**src/hw/rtl/ttct_pkg.sv**
```systemverilog
`timescale 1ns / 1ps
`default_nettype none
// shared constants, codes and types of the timestamp-tagged crop table
package ttct_pkg;

    localparam int RING_DEPTH = 512;
    localparam int ADDR_W     = $clog2(RING_DEPTH);
    localparam int CFG_IDX_W  = 1;
    localparam int CFG_DATA_W = 16;

    typedef enum logic {
        OP_RECORD = 1'b0,
        OP_LOOKUP = 1'b1
    } t_opcode;

    localparam logic [CFG_IDX_W-1:0] CFG_DEFAULT_WIDTH  = 1'd0;
    localparam logic [CFG_IDX_W-1:0] CFG_DEFAULT_HEIGHT = 1'd1;

    typedef struct packed {
        logic [15:0] device_id;
        logic [63:0] timestamp;
        logic [15:0] left;
        logic [15:0] top;
        logic [15:0] wide;
        logic [15:0] tall;
    } t_entry;

    localparam int ENTRY_W = $bits(t_entry);

    typedef struct packed {
        logic        found;
        logic [15:0] x;
        logic [15:0] y;
        logic [15:0] width;
        logic [15:0] height;
    } t_result;

    typedef enum logic [1:0] {
        ST_IDLE,
        ST_SCAN,
        ST_PUSH
    } t_state;

    typedef struct packed {
        logic rec_write;
        logic key_load;
        logic scan_issue;
        logic res_hit;
        logic res_miss;
        logic out_load;
    } t_cmd;

    typedef struct packed {
        logic hit;
        logic scan_end;
        logic out_free;
    } t_status;

endpackage
`default_nettype wire

```
**src/hw/rtl/ttct_ctrl.sv**
```systemverilog
`timescale 1ns / 1ps
`default_nettype none
// controller state machine of the crop table
module ttct_ctrl import ttct_pkg::*; (
    input  wire logic    i_clk,
    input  wire logic    i_rst_n,
    input  wire logic    i_in_valid,
    input  wire logic    i_in_opcode,
    output logic         o_in_ready,
    input  wire t_status i_status,
    output t_cmd         o_cmd
);

    t_state r_state;
    t_state n_state;

    always_ff @(posedge i_clk) begin
        if (!i_rst_n) begin
            r_state <= ST_IDLE;
        end else begin
            r_state <= n_state;
        end
    end

    always_comb begin
        n_state = r_state;
        unique case (r_state)
            ST_IDLE: begin
                if (i_in_valid && (i_in_opcode == OP_LOOKUP)) begin
                    n_state = ST_SCAN;
                end
            end
            ST_SCAN: begin
                if (i_status.hit || i_status.scan_end) begin
                    n_state = ST_PUSH;
                end
            end
            ST_PUSH: begin
                if (i_status.out_free) begin
                    n_state = ST_IDLE;
                end
            end
            default: n_state = ST_IDLE;
        endcase
    end

    always_comb begin
        o_cmd      = '0;
        o_in_ready = 1'b0;
        unique case (r_state)
            ST_IDLE: begin
                o_in_ready = 1'b1;
                if (i_in_valid) begin
                    if (i_in_opcode == OP_LOOKUP) begin
                        o_cmd.key_load = 1'b1;
                    end else begin
                        o_cmd.rec_write = 1'b1;
                    end
                end
            end
            ST_SCAN: begin
                priority if (i_status.hit) begin
                    o_cmd.res_hit = 1'b1;
                end else if (i_status.scan_end) begin
                    o_cmd.res_miss = 1'b1;
                end else begin
                    o_cmd.scan_issue = 1'b1;
                end
            end
            ST_PUSH: begin
                o_cmd.out_load = i_status.out_free;
            end
            default: o_cmd = '0;
        endcase
    end

endmodule
`default_nettype wire

```
**config.mk**
```make
export PLATFORM = sky130hd
export DESIGN_NAME = ttct_ctrl
export DESIGN_NICKNAME = d
export VERILOG_FILES = /design/src/hw/rtl/ttct_pkg.sv /design/src/hw/rtl/ttct_ctrl.sv
export SDC_FILE = /design/constraint.sdc
export NUM_CORES = 1
export LEC_CHECK = 0
export BUFFER_PORTS_ARGS = -buffer_cell sky130_fd_sc_hd__buf_2
export CORE_AREA = 2 2 39 41
export DETAILED_ROUTE_END_ITERATION = 10
export DIE_AREA = 0 0 41 43
export MAX_ROUTING_LAYER = met4
export PLACE_DENSITY = 0.3
export SLEW_MARGIN = 25
export SYNTH_ARGS = -nofsm -noshare
export SYNTH_HDL_FRONTEND = slang
export SYNTH_SLANG_ARGS = --single-unit
```
**constraint.sdc**
```tcl
create_clock -name i_clk -period 1.43 [get_ports i_clk]
set_clock_uncertainty 0.15 [all_clocks]
set_input_delay 0.0715 -clock i_clk [delete_from_list [all_inputs] [get_ports i_clk]]
set_output_delay 0.0715 -clock i_clk [all_outputs]
set_load 0.05 [all_outputs]
```
After elaboration in Yosys (flattened, before gate mapping):

Cells that the tools add are included.

* bits in registers: 2
* input bits: 7
* output and inout bits: 7
* word-level logic and storage cells: 26

* equal/unequal tests: 5
* muxes and demuxes: 16
* reductions and logical operators: 4

Operators by type and width (number)
* $mux W2: 5
* $mux W1: 9
* $ne A2 B2 Y1 const B: 3
* $pmux W2 S3: 1
* $mux W3: 1
* $reduce_and A3 Y1: 1
* $eq A2 B1 Y1 const B: 1
* $eq A2 B2 Y1 const B: 1
* $logic_not A2 Y1: 1
* $logic_and A1 B1 Y1: 1
* $logic_or A1 B1 Y1: 1

Depth between registers and ports, before layout:

* depth in word-level cells: 3
* depth in mapped cells: 2
* depth with buffers taken out: 2

Worst setup path after synthesis:

OpenSTA, ideal clock, no wires.

* kind: register -> register
* start point: register r_state[1]
* end point: register r_state[0]
* setup time: 67 ps
* arrival time: 2393 ps
* data required time: 1213 ps
* path slack: -1179 ps
* stages on the path, launching flop included: 3
* path buffers: 0
* period minus slack after synthesis: 2609 ps
* cells stage by stage: dfxtp_1 nor4b_1 o211a_1

* cells in the longest elaborated chain, start to end: 3
* elaborated cells on any way between the ends: 8
* those cells by class: eq/ne: 5; mux: 1; reduce/logical: 2

RTL lines
* start, declared: RTL line ttct_ctrl.sv:14 `t_state r_state;`
* start signal, assigned: RTL line ttct_ctrl.sv:21 `r_state <= n_state;`
* $eq A2 B1 Y1 (tied with other cells): RTL line ttct_ctrl.sv:27 `unique case (r_state)`
* $ne A2 B2 Y1 (no line)
* $reduce_and A3 Y1 (no line)

Several ways; a longest one is shown, not always the timed one.
A chain may end at the register's enable or synchronous reset.

==> impl_metrics.py <==
metrics = {
    "worst_setup_path": {
        "crit_fanout": 6,
        "rr_startpoint": "r_state[1]$_SDFFE_PN0P_",
        "critPathKind": "flop to primary output",
        "required_ns": 1.21,
        "critPathLaunchType": "flop",
        "r2r_slack_ns": 0.18,
        "r2r_cells": 3,
        "cp-startpoint": "r_state[0]$_SDFFE_PN0P_",
        "worst_ep_arrival_time_ns": 1.24,
        "r2r_end": "r_state[0]$_SDFFE_PN0P_",
        "critPathCaptureType": "primary output",
    },
    "cts": {
        "clk_latency_ns": 0.23,
        "cts_buffers": 3,
        "cts-root-buf": "clkbuf_4",
        "max-clock-path-buffers": 2,
        "cts_tree": "done",
        "clkTransAtPathRegs_ns": 0.03,
        "cts_setup_buffers": 0,
        "cts_htree_levels": 1,
        "cts.sinks": 2,
    },
    "floorplan": {
        "pin_count": 14,
        "core-area_um2": 1380,
        "die_h_um": 43,
        "placement_rows": 14,
        "die_w_um": 41,
        "die-area_um2": 1760,
        "start_util_pct": 9.95,
    },
    "synthesis": {
        "synthCells": 15,
        "synth_warnings": 0,
        "yosysUniqueCellTypes": 11,
        "ys_ff_latch": 2,
        "synth.yosys.seq_area_share_pct": 29.1,
        "syn-cell-area_um2": 138,
        "syn_avg_cell_area_um2": 9.18,
        "synth_nets": 22,
    },
    "routing": {
        "wl_per_cell_um": 9.18,
        "vias_per_cell": 3.90,
        "drt-total-wl_um": 459,
        "vias": 195,
        "ant_nets": 0,
        "drtPass1Iterations": 1,
        "drt_iter0_drc": 0,
        "drc": 0,
    },
    "sta": {
        "fmax_ghz": 0.686,
        "rsz0062_at_grt": "yes",
        "maxSlewViolCount": 0,
        "fin_crit_ns": 1.46,
        "fin_crit_sh_pct": 102,
        "finalSetupViolations": 1,
        "tns_ns": -0.0285,
        "final_hold_viol_count": 0,
        "worst_pin_slew_ns": 0.263,
        "hold_slack_ns": 0.0132,
        "relSlewSlack_pct": 82.4,
        "fin_ws_ns": -0.0285,
    },
    "finish": {
        "postLayoutCellArea_um2": 355,
        "largest_reg_flops": 2,
        "regMostFlops": "r_state",
        "drive_gt1_share_pct": 79.4,
        "diodes": 0,
        "areaGrowthSynthToFinish_pct": 158,
        "utilization_pct": 25.7,
        "fin_cells": 50,
        "nets": 43,
        "biggestRegsByFlops": "r_state x2",
    },
    "pwr": {
        "total_power_mw": 0.282,
        "powerDensity_nw_per_um2": 795,
        "vdd_ir_drop_max_mv": 0.247,
        "power_leakage_nw": 0.171,
    },
    "global_routing": {
        "grt_pass1_vias": 172,
        "grt_max_degree": 7,
        "antenna_found_initial": 0,
        "grt_pass1_wl_um": 690,
        "globalRouteOverflowTotal": 0,
        "grt_usage_pct": 6.26,
    },
    "hold_path": {
        "hold_path.startpoint": "i_status[0]",
        "min_to": "r_state[1]$_SDFFE_PN0P_",
        "hold_path.class": "input port to flop",
        "min_path_cells": 3,
    },
    "run": {
        "drv_cap": 0,
    },
    "placement": {
        "place.gp.congestion": 0.585,
        "dpl_cell_area_um2": 283,
        "dp_hpwl_um": 379,
        "place_ws_ns": 0.0508,
        "dp_cells": 46,
        "port_buffers": 13,
    },
    "outcome": {
        "run_status": "finished with violations",
        "violations": "negative setup slack",
    },
}
power by group:
part           leakage [nW]  switching [mW]  total (mW)  internal (mW)
clock network        0.0138          0.0341       0.127         0.0927
logic                 0.139          0.0528      0.0931         0.0403
registers            0.0175         0.00394      0.0625         0.0586
cell families (layout without fill, tap and decap cells):
| kind of cell | count (synthesis) | count (layout) | synth area share (%) |
|---|---|---|---|
| and+or+nand+nor | 9 | 9 | 52.7 |
| buffers and inverters | 2 | 21 | 5.46 |
| AOI/OAI and AO/OA | 2 | 2 | 12.7 |
| DFF | 2 | 2 | 29.1 |
synth_stat cells:
cell      instances  area [um2]
o211a_1           1        10.0
inv_1             2        7.51
dfxtp_1           2        40.0
nor2_1            2        7.51
and3b_2           1        10.0
nor4b_1           2        17.5
nor3b_1           1        7.51
or2b_2            1        8.76
or3b_1            1        8.76
a211oi_1          1        7.51
and4bb_2          1        12.5
placed cells by master, fill, tap and decap left out, drive strengths merged:
| master | Yosys | final |
|---|---|---|
| inv | 2 | 2 |
| a211oi | 1 | 1 |
| nor3b | 1 | 1 |
| o211a | 1 | 1 |
| nor4b | 2 | 2 |
| dlygate4sd3 | 0 | 1 |
| buf | 0 | 13 |
| nor2 | 2 | 2 |
| and4bb | 1 | 1 |
| dfxtp | 2 | 2 |
| or2b | 1 | 1 |
| or3b | 1 | 1 |
| clkbuf | 0 | 5 |
| and3b | 1 | 1 |
critical path, cell delays in order, from the launching register on:
cell	delay, ns
dfxtp_4	0.36
or2b_4	0.29
nor3b_4	0.18
buf_6	0.18
how the worst max path moves through the flow:
stage | to | slack (ns)
global route | o_cmd[1] | -0.07
floorplan | r_state[0]$_SDFFE_PN0P_ | -0.02
detailed placement | o_cmd[1] | 0.05
CTS | o_cmd[1] | -0.05
finish | o_cmd[1] | -0.03
global placement | o_cmd[1] | 0.06
timing repair:
action | in CTS | in global routing
endpoints found under the setup margin | 5 | 6
hold buffers | 1 | 0
pin swaps | 1 | 0
hold endpoints to repair | 2 | 0
gates resized for setup | 11 | 3
final cells by class:
cell class	count	area, um2
Fill cell	159	1030
Multi-Input combinational cell	11	136
Timing Repair Buffer	16	124
Sequential cell	2	45.0
Clock buffer	3	22.5
Tap cell	16	20.0
Inverter	2	7.51
per-layer routing:
| metal | up-vias | wire length (um) | track usage, % |
|---|---|---|---|
| met5 | - | 0 | - |
| met4 | 0 | 17 | 6.00 |
| met3 | 2 | 48 | 1.57 |
| met2 | 12 | 209 | 8.44 |
| met1 | 86 | 183 | 7.01 |
| li1 | 95 | - | - |
Power figures use the tool's default switching activity.
